**src/y2bgr_pkg.sv**
```systemverilog
package y2bgr_pkg;

    localparam int MAX_WIDTH  = 4096;
    localparam int MAX_HEIGHT = 4096;

    localparam int DIM_W     = 13;   // config register width
    localparam int POS_W     = 12;   // row / column width
    localparam int PIX_W     = 8;
    localparam int CFG_IDX_W = 4;

    localparam logic [CFG_IDX_W-1:0] REG_FRAME_WIDTH  = CFG_IDX_W'(0);
    localparam logic [CFG_IDX_W-1:0] REG_FRAME_HEIGHT = CFG_IDX_W'(1);

    localparam logic [DIM_W-1:0] WIDTH_RESET  = DIM_W'(1280);
    localparam logic [DIM_W-1:0] HEIGHT_RESET = DIM_W'(720);
    localparam logic [DIM_W-1:0] WIDTH_LIMIT  = DIM_W'(MAX_WIDTH & ~1);
    localparam logic [DIM_W-1:0] HEIGHT_LIMIT = DIM_W'(MAX_HEIGHT);

    // Fixed point: 12 fraction bits, coefficients round(c * 4096)
    localparam int FRAC_BITS = 12;
    localparam int SUM_W     = 23;
    localparam logic signed [SUM_W-1:0] COEF_BU = SUM_W'(7250);
    localparam logic signed [SUM_W-1:0] COEF_GU = SUM_W'(1409);
    localparam logic signed [SUM_W-1:0] COEF_GV = SUM_W'(2925);
    localparam logic signed [SUM_W-1:0] COEF_RV = SUM_W'(5747);
    localparam logic [PIX_W-1:0] PIXEL_MAX = 8'd255;

    localparam int QUEUE_DEPTH = 4;
    localparam int QUEUE_AW    = $clog2(QUEUE_DEPTH);

    typedef struct packed {
        logic [PIX_W-1:0] luma_first;
        logic [PIX_W-1:0] chroma_blue;
        logic [PIX_W-1:0] luma_second;
        logic [PIX_W-1:0] chroma_red;
    } yuyv_t;

    typedef struct packed {
        logic [PIX_W-1:0] blue_first;
        logic [PIX_W-1:0] green_first;
        logic [PIX_W-1:0] red_first;
        logic [PIX_W-1:0] blue_second;
        logic [PIX_W-1:0] green_second;
        logic [PIX_W-1:0] red_second;
        logic [POS_W-1:0] out_row;
        logic [POS_W-1:0] out_column;
        logic             frame_last;
    } bgr_t;

    // One classified macropixel as it sits in the queue
    typedef struct packed {
        yuyv_t            pix;
        logic [POS_W-1:0] row;
        logic [POS_W-1:0] column;
        logic             last;
    } q_entry_t;

    // Floor by the fraction bits, then clamp to 0..255
    function automatic logic [PIX_W-1:0] clamp_pixel(input logic signed [SUM_W-1:0] s);
        logic [SUM_W-FRAC_BITS-2:0] q;
        q = s[SUM_W-2:FRAC_BITS];
        if (s[SUM_W-1])
            return '0;
        else if (q > (SUM_W-FRAC_BITS-1)'(PIXEL_MAX))
            return PIXEL_MAX;
        else
            return q[PIX_W-1:0];
    endfunction

endpackage

```
**src/y2bgr_front.sv**
```systemverilog
module y2bgr_front (
    input  logic                          clk,
    input  logic                          rst_n,
    input  logic                          cfg_valid,
    output logic                          cfg_ready,
    input  logic [y2bgr_pkg::CFG_IDX_W-1:0] cfg_index,
    input  logic [y2bgr_pkg::DIM_W-1:0]   cfg_data,
    input  logic                          pix_valid,
    output logic                          pix_ready,
    input  y2bgr_pkg::yuyv_t              pix_data,
    output logic                          push_valid,
    input  logic                          push_ready,
    output y2bgr_pkg::q_entry_t           push_entry
);
    import y2bgr_pkg::*;

    logic [DIM_W-1:0] width_reg, width_next;
    logic [DIM_W-1:0] height_reg, height_next;
    logic [POS_W-1:0] col_reg, col_next;
    logic [POS_W-1:0] row_reg, row_next;

    logic [DIM_W-1:0] w_raw, eff_w, eff_h;
    logic [DIM_W-1:0] col_c, row_c;
    logic             line_end, frame_end, accept, cfg_hit;

    assign cfg_ready  = 1'b1;
    assign pix_ready  = push_ready;
    assign push_valid = pix_valid;
    assign accept     = pix_valid && push_ready;
    assign cfg_hit    = cfg_valid && (cfg_index == REG_FRAME_WIDTH ||
                                      cfg_index == REG_FRAME_HEIGHT);

    // effective frame size
    always_comb
    begin
        w_raw = {width_reg[DIM_W-1:1], 1'b0};
        priority if (w_raw < DIM_W'(2))
            eff_w = DIM_W'(2);
        else if (w_raw > WIDTH_LIMIT)
            eff_w = WIDTH_LIMIT;
        else
            eff_w = w_raw;
        priority if (height_reg == '0)
            eff_h = DIM_W'(1);
        else if (height_reg > HEIGHT_LIMIT)
            eff_h = HEIGHT_LIMIT;
        else
            eff_h = height_reg;
    end

    // position and line/frame end
    always_comb
    begin
        col_c     = ({1'b0, col_reg} >= eff_w) ? eff_w - DIM_W'(2) : {1'b0, col_reg};
        row_c     = ({1'b0, row_reg} >= eff_h) ? eff_h - DIM_W'(1) : {1'b0, row_reg};
        line_end  = (col_c + DIM_W'(2)) >= eff_w;
        frame_end = line_end && ((row_c + DIM_W'(1)) >= eff_h);

        push_entry.pix    = pix_data;
        push_entry.row    = POS_W'(eff_h - DIM_W'(1) - row_c);
        push_entry.column = col_c[POS_W-1:0];
        push_entry.last   = frame_end;
    end

    always_comb
    begin
        width_next  = width_reg;
        height_next = height_reg;
        col_next    = col_reg;
        row_next    = row_reg;
        if (cfg_hit)
        begin
            if (cfg_index == REG_FRAME_WIDTH)
                width_next = cfg_data;
            else
                height_next = cfg_data;
            col_next = '0;
            row_next = '0;
        end
        else if (accept)
        begin
            if (!line_end)
            begin
                col_next = POS_W'(col_c + DIM_W'(2));
                row_next = row_c[POS_W-1:0];
            end
            else
            begin
                col_next = '0;
                row_next = frame_end ? '0 : POS_W'(row_c + DIM_W'(1));
            end
        end
    end

    always_ff @(posedge clk or negedge rst_n)
    begin
        if (!rst_n)
        begin
            width_reg  <= WIDTH_RESET;
            height_reg <= HEIGHT_RESET;
            col_reg    <= '0;
            row_reg    <= '0;
        end
        else
        begin
            width_reg  <= width_next;
            height_reg <= height_next;
            col_reg    <= col_next;
            row_reg    <= row_next;
        end
    end

endmodule

```
**src/y2bgr_queue.sv**
```systemverilog
module y2bgr_queue (
    input  logic                clk,
    input  logic                rst_n,
    input  logic                push_valid,
    output logic                push_ready,
    input  y2bgr_pkg::q_entry_t push_entry,
    output logic                pop_valid,
    input  logic                pop_ready,
    output y2bgr_pkg::q_entry_t pop_entry
);
    import y2bgr_pkg::*;

    q_entry_t              slot_reg [QUEUE_DEPTH];
    logic [QUEUE_AW-1:0]   wr_ptr_reg, wr_ptr_next;
    logic [QUEUE_AW-1:0]   rd_ptr_reg, rd_ptr_next;
    logic [QUEUE_AW:0]     count_reg, count_next;
    logic                  push, pop;

    assign push_ready = count_reg != (QUEUE_AW+1)'(QUEUE_DEPTH);
    assign pop_valid  = count_reg != '0;
    assign pop_entry  = slot_reg[rd_ptr_reg];
    assign push       = push_valid && push_ready;
    assign pop        = pop_valid && pop_ready;

    always_comb
    begin
        wr_ptr_next = push ? QUEUE_AW'(wr_ptr_reg + 1'b1) : wr_ptr_reg;
        rd_ptr_next = pop  ? QUEUE_AW'(rd_ptr_reg + 1'b1) : rd_ptr_reg;
        unique case ({push, pop})
            2'b10:   count_next = count_reg + 1'b1;
            2'b01:   count_next = count_reg - 1'b1;
            default: count_next = count_reg;
        endcase
    end

    always_ff @(posedge clk or negedge rst_n)
    begin
        if (!rst_n)
        begin
            wr_ptr_reg <= '0;
            rd_ptr_reg <= '0;
            count_reg  <= '0;
        end
        else
        begin
            wr_ptr_reg <= wr_ptr_next;
            rd_ptr_reg <= rd_ptr_next;
            count_reg  <= count_next;
        end
    end

    always_ff @(posedge clk)
    begin
        if (push)
            slot_reg[wr_ptr_reg] <= push_entry;
    end

endmodule

```
**src/y2bgr_back.sv**
```systemverilog
module y2bgr_back (
    input  logic                clk,
    input  logic                rst_n,
    input  logic                pop_valid,
    output logic                pop_ready,
    input  y2bgr_pkg::q_entry_t pop_entry,
    output logic                bgr_valid,
    input  logic                bgr_ready,
    output y2bgr_pkg::bgr_t     bgr_data
);
    import y2bgr_pkg::*;

    // stage 1: chroma products
    logic                    s1_valid_reg, s1_valid_next;
    q_entry_t                s1_meta_reg;
    logic signed [SUM_W-1:0] pb_reg, pgu_reg, pgv_reg, pr_reg;
    // stage 2: output register
    logic                    out_valid_reg, out_valid_next;
    bgr_t                    out_reg, out_next;

    logic                    s1_ready, s2_ready, s1_load, s2_load;
    logic signed [SUM_W-1:0] u_ext, v_ext, y1_ext, y2_ext, dg;

    assign s2_ready  = !out_valid_reg || bgr_ready;
    assign s1_ready  = !s1_valid_reg || s2_ready;
    assign pop_ready = s1_ready;
    assign s1_load   = pop_valid && s1_ready;
    assign s2_load   = s1_valid_reg && s2_ready;
    assign bgr_valid = out_valid_reg;
    assign bgr_data  = out_reg;

    // offset-128 removal: flipping the msb gives the signed value
    assign u_ext = SUM_W'($signed({~pop_entry.pix.chroma_blue[PIX_W-1],
                                   pop_entry.pix.chroma_blue[PIX_W-2:0]}));
    assign v_ext = SUM_W'($signed({~pop_entry.pix.chroma_red[PIX_W-1],
                                   pop_entry.pix.chroma_red[PIX_W-2:0]}));

    always_comb
    begin
        y1_ext = $signed({(SUM_W-PIX_W-FRAC_BITS)'(0), s1_meta_reg.pix.luma_first,
                          FRAC_BITS'(0)});
        y2_ext = $signed({(SUM_W-PIX_W-FRAC_BITS)'(0), s1_meta_reg.pix.luma_second,
                          FRAC_BITS'(0)});
        dg     = -pgu_reg - pgv_reg;
        out_next.blue_first   = clamp_pixel(y1_ext + pb_reg);
        out_next.green_first  = clamp_pixel(y1_ext + dg);
        out_next.red_first    = clamp_pixel(y1_ext + pr_reg);
        out_next.blue_second  = clamp_pixel(y2_ext + pb_reg);
        out_next.green_second = clamp_pixel(y2_ext + dg);
        out_next.red_second   = clamp_pixel(y2_ext + pr_reg);
        out_next.out_row      = s1_meta_reg.row;
        out_next.out_column   = s1_meta_reg.column;
        out_next.frame_last   = s1_meta_reg.last;
    end

    always_comb
    begin
        s1_valid_next  = s1_load ? 1'b1 : (s2_load ? 1'b0 : s1_valid_reg);
        out_valid_next = s2_load ? 1'b1 : (bgr_ready ? 1'b0 : out_valid_reg);
    end

    always_ff @(posedge clk or negedge rst_n)
    begin
        if (!rst_n)
        begin
            s1_valid_reg  <= 1'b0;
            out_valid_reg <= 1'b0;
        end
        else
        begin
            s1_valid_reg  <= s1_valid_next;
            out_valid_reg <= out_valid_next;
        end
    end

    always_ff @(posedge clk)
    begin
        if (s1_load)
        begin
            s1_meta_reg <= pop_entry;
            pb_reg      <= u_ext * COEF_BU;
            pgu_reg     <= u_ext * COEF_GU;
            pgv_reg     <= v_ext * COEF_GV;
            pr_reg      <= v_ext * COEF_RV;
        end
        if (s2_load)
            out_reg <= out_next;
    end

endmodule

```
**src/yuyv_to_bgr888_converter_core.sv**
```systemverilog
// YUYV 4:2:2 to BGR888 converter with vertical flip. Each transfer on the pix
// channel is one macropixel (Y0, U, Y1, V); each transfer on the bgr channel is
// the matching pixel pair in blue, green, red byte order with its destination
// row (frame_height-1 minus the source line), its even start column and a flag
// on the last pair of the frame. Colors use 12-bit fixed point:
// B = Y + 1.770U', G = Y - 0.344U' - 0.714V', R = Y + 1.403V' with U' and V'
// offset by 128, floored and clamped to 0..255. Throughput is one macropixel
// per clock while bgr_ready does not stall the output. An accepted macropixel
// is written into the queue on the accepting edge, then registered in the product
// stage, then in the sum/clamp output register, where bgr_valid rises. The front
// end tracks row and column and classifies line/frame ends; a 4-entry queue
// separates it from the color pipeline so either side may stall on its own.
// Config registers: index 0 frame_width (low bit ignored, 2..4096), index 1
// frame_height (1..4096); any write to them restarts the frame. Writes to
// other indexes are ignored. cfg_ready is always high; write only while idle.
module yuyv_to_bgr888_converter_core (
    input  logic                          clk,
    input  logic                          rst_n,
    input  logic                          cfg_valid,
    output logic                          cfg_ready,
    input  logic [y2bgr_pkg::CFG_IDX_W-1:0] cfg_index,
    input  logic [y2bgr_pkg::DIM_W-1:0]   cfg_data,
    input  logic                          pix_valid,
    output logic                          pix_ready,
    input  y2bgr_pkg::yuyv_t              pix_data,
    output logic                          bgr_valid,
    input  logic                          bgr_ready,
    output y2bgr_pkg::bgr_t               bgr_data
);
    import y2bgr_pkg::*;

    // front -> queue
    logic     push_valid, push_ready;
    q_entry_t push_entry;
    // queue -> back
    logic     pop_valid, pop_ready;
    q_entry_t pop_entry;

    // Counters, frame size registers, line/frame end classification
    y2bgr_front u_front (
        .clk        (clk),
        .rst_n      (rst_n),
        .cfg_valid  (cfg_valid),
        .cfg_ready  (cfg_ready),
        .cfg_index  (cfg_index),
        .cfg_data   (cfg_data),
        .pix_valid  (pix_valid),
        .pix_ready  (pix_ready),
        .pix_data   (pix_data),
        .push_valid (push_valid),
        .push_ready (push_ready),
        .push_entry (push_entry)
    );

    // Decoupling queue; pix_ready drops only when it is full
    y2bgr_queue u_queue (
        .clk        (clk),
        .rst_n      (rst_n),
        .push_valid (push_valid),
        .push_ready (push_ready),
        .push_entry (push_entry),
        .pop_valid  (pop_valid),
        .pop_ready  (pop_ready),
        .pop_entry  (pop_entry)
    );

    // Two-stage color pipeline: registered products, then sums, floor, clamp
    y2bgr_back u_back (
        .clk        (clk),
        .rst_n      (rst_n),
        .pop_valid  (pop_valid),
        .pop_ready  (pop_ready),
        .pop_entry  (pop_entry),
        .bgr_valid  (bgr_valid),
        .bgr_ready  (bgr_ready),
        .bgr_data   (bgr_data)
    );

endmodule

```
**config.mk**
```make
export PLATFORM = sky130hd
export DESIGN_NAME = yuyv_to_bgr888_converter_core
export DESIGN_NICKNAME = d
export VERILOG_FILES = /design/src/y2bgr_pkg.sv /design/src/y2bgr_front.sv /design/src/y2bgr_queue.sv /design/src/y2bgr_back.sv /design/src/yuyv_to_bgr888_converter_core.sv
export SDC_FILE = /design/constraint.sdc
export NUM_CORES = 1
export LEC_CHECK = 0
export ABC_AREA = 1
export BUFFER_PORTS_ARGS = -buffer_cell sky130_fd_sc_hd__buf_2
export CAP_MARGIN = 5
export CORE_MARGIN = 4
export CORE_UTILIZATION = 45
export DETAILED_ROUTE_END_ITERATION = 12
export GPL_TIMING_DRIVEN = 0
export PLACE_DENSITY = 0.67
export REMOVE_ABC_BUFFERS = 1
export SKIP_LAST_GASP = 1
export SLEW_MARGIN = 25
export SYNTH_ARGS = -nofsm -noshare
export SYNTH_HDL_FRONTEND = slang
export SYNTH_HIERARCHICAL = 1
export SYNTH_SLANG_ARGS = --single-unit
```
**constraint.sdc**
```tcl
create_clock -name clk -period 6.5 [get_ports clk]
set_clock_uncertainty 0.1 [all_clocks]
set_input_delay 1.625 -clock clk [delete_from_list [all_inputs] [get_ports clk]]
set_output_delay 1.625 -clock clk [all_outputs]
set_load 0.02 [all_outputs]
```
==> summary.md <==
| Metric | Value |
|---|---|
| Wire length per cell | `15.6 µm` |
| Vias in the first global route | `between 20000 and 25000` |
| Largest net degree at the start of global routing | `147` |
| EDFF count, synth | `403` |
| Max-Cap Viols | `0` |
| Seq/Total Area, Yosys | `44.4%` |
| Post-synth top area share | `39.6%` |
| Sequential cell area | `0.0136 mm²` |
| Largest cells by area after synthesis | `edfxtp_1, ha_1, nand2_1` |
| Worst path top cell family by delay | `adder cells` |
| Setup-failing EPs final | `0` |
| Vias | `21300` |
| H-tree depth | `2` |
| Critical Path RT | `6.74 ns` |
| Fin crit share | `93.8%` |
| Commonest cells in the netlist | `nand2_1, inv_1, edfxtp_1, ha_1, a21oi_1` |
| Max reg flops | `228` |
| Die Span X | `approximately 270 µm` |
| Final core utilization | `50.5%` |
| Fin. max-slew vios | `0` |
| Share of synthesized registers carrying an async set or reset | `12.6%` |
| Clk sinks | `between 400 and 500` |
| TritonCTS buffer count | `51` |
| Bufs and invs on worst path | `5` |
| Maximum clock rate | `164 MHz` |
| Post-synthesis average cell area | `~9.6 µm²` |
| Multi-input logic area | `0.0141 mm²` |
| CTS max path bufs | `3` |
| Total wire length | `roughly 66000 µm` |
| Most used cell, CP | `fa_1` |
| Outcome | `finished clean` |
| Iteration-0 DRC Markers | `1059` |
| Worst setup SP type | `register` |
| Drt pass-1 iters | `5` |
| Slowest cell on crit path | `dfrtp_4` |
| Final hold violations | `0` |
| Overall die height | `269 µm` |
| RSZ-0062 raised after global routing | `true` |
| Yosys cell types | `61` |
| GRT Util Overall | `18.2%` |
| # rows | `95` |
| Initial antenna violation count | `7` |
| Final HPWL DP | `49100 µm` |
| Worst Tran Pin Value | `0.805 ns` |
| Placer Congestion | `0.906` |
| DR DRC count | `0` |
| Mapped cell area | `0.0306 mm²` |
| Final min period | `6.10 ns` |
| First-pass GRT wire length | `roughly 100000 µm` |
| Clock transition at path regs | `0.06 ns` |
| Slew margin rel. | `45.8%` |
| Total grt overflow | `0` |
| Min Hold Slack | `0.319 ns` |
| Crit. End Element | `register` |
| Initial Util | `45.4%` |
| IO buf count | `128` |
| Die area | `0.0722 mm²` |
| Post-synth top area cell | `edfxtp_1` |
| Area Growth Syn to Fin | `11.0%` |
| Mapped Cells | `3187` |
| Crit-path cells | `buf_16 > inv_8 > o211ai_1 > nand2_1 > inv_1 > fa_1 > fa_1 > fa_1 > inv_1 > fa_1 > ha_1 > nand2_1 > inv_1 > a21oi_1 > o21ai_0 > a21boi_0 > o21ai_0 > xor2_1` |
| Core area | `0.0673 mm²` |
| Layout Nets | `3743` |
| Vias/cell | `5.04` |
| Post-route ant nets | `0` |
| Placement Cell Area | `0.0322 mm²` |
| Type of the worst setup path | `reg -> reg` |
| Worst EP arrival | `between 6 and 7 ns` |
| Design area | `~0.034 mm²` |
| Worst-path maximum fanout | `58` |
| TritonCTS clock tree | `done` |
| Clock insertion delay at the later pin of the skew report | `about 0.62 ns` |
| HP Class | `reg -> reg` |
| Synth Flop Type | `edfxtp_1` |
| #FFs+latches synth | `461` |
| Filler instances | `6159` |
| Proportion of layout cells with a drive suffix above 1 | `10.6%` |
| Yosys warning total | `6` |
| CP peak stage delay | `0.62 ns` |
| Root Driver | `clkbuf_16` |
| Ports | `130` |
| Count leader, synth | `nand2_1` |
==> placed cells by master (no fill, tap or decap), types with 5 or more instances in the layout <==
cell,netlist,routed
clkbuf_1,8,6
o21ai_1,20,20
a21oi_1,137,136
xnor2_1,26,26
nor2_1,105,100
nor2_2,16,17
nor3_1,15,15
a211oi_1,5,5
inv_1,588,587
fa_1,83,83
clkinv_2,0,7
a22oi_1,8,8
a31oi_1,10,10
xor2_1,78,78
or2_2,5,5
clkinvlp_4,0,5
nand2_4,12,12
nor2_4,5,9
edfxtp_1,403,403
o21bai_1,14,14
inv_2,15,13
nand2_2,20,20
o21ai_0,93,93
a21o_1,9,9
buf_2,12,127
o211ai_1,120,120
bufinv_16,0,5
and2_1,7,7
nand2_1,687,687
clkbuf_16,0,53
clkinv_1,1,9
dfrtp_1,52,51
nand3_1,136,136
buf_16,0,16
nand4_1,49,49
dfstp_2,6,6
ha_1,308,308
nand3_2,14,13
==> stage by stage <==
step / setup TNS [ns] / setup slack, ns / std cells
global route: -0.0238 / -0.0238 / 4214
floorplan: -0.0622 / -0.0451 / 3095
CTS: 0 / 0.0901 / 4212
global placement: -341.42 / -2.37 / 4096
detailed placement: 0 / 0.0947 / 4116
finish: 0 / 0.402 / 4216
==> path summary, 6_finish.rpt <==
check | startpoint | endpoint | slack (ns) | depth (start not counted)
worst max register to register | u_queue/rd_ptr_reg[1] | u_back/pgv_reg[16] | 0.40 | 18
worst min register to register | u_back/out_next[0] | u_back/bgr_data[0] | 0.32 | 0
worst min-delay path | u_back/out_next[0] | u_back/bgr_data[0] | 0.32 | 0
min in group asynchronous | rst_n | u_front/row_reg[8] | 0.76 | 1
worst max-delay path | u_queue/rd_ptr_reg[1] | u_back/pgv_reg[16] | 0.40 | 18
max in group asynchronous | rst_n | u_front/height_reg[7] | 4.97 | 2
==> logic make-up after synthesis <==
logic type      Yosys count  share of synthesized area [%]
xor+xnor                106                           3.09
flops                   461                           44.4
compound gates          447                           9.00
simple gates           1084                           15.7
buf+inv                 697                           9.83
other cells               1                         0.0123
fa+ha+maj               391                           18.0
==> final cells by class <==
type                    instances  share of cell area [%]
inverters                     605                    6.76
clock inverters                36                    1.14
clock buffers                  60                    3.98
multi-input cells            2029                    41.4
diodes                          2                  0.0147
flip-flops and latches        461                    40.0
well taps                     873                    3.22
repair buffers                150                    3.51
==> repair_timing <==
| item | CTS | global route |
|---|---|---|
| endpoints found under the setup margin | 0 | 23 |
| buffers inserted | 0 | 1 |
| gates resized for setup | 0 | 3 |
| hold buffers | 0 | 0 |
==> routing by layer <==
layer  up-vias  GRT usage (%)  share of wire (%)
met2       428           31.6                 48
met4         8           5.27                2.4
met5         -              0              0.067
met3       114           3.16                5.1
li1      10800              -                  -
met1      9887           23.5                 44
Power is left out: the tool's default activity adds up to more than one toggle a clock period on the data nets, which glitch-free logic cannot reach.
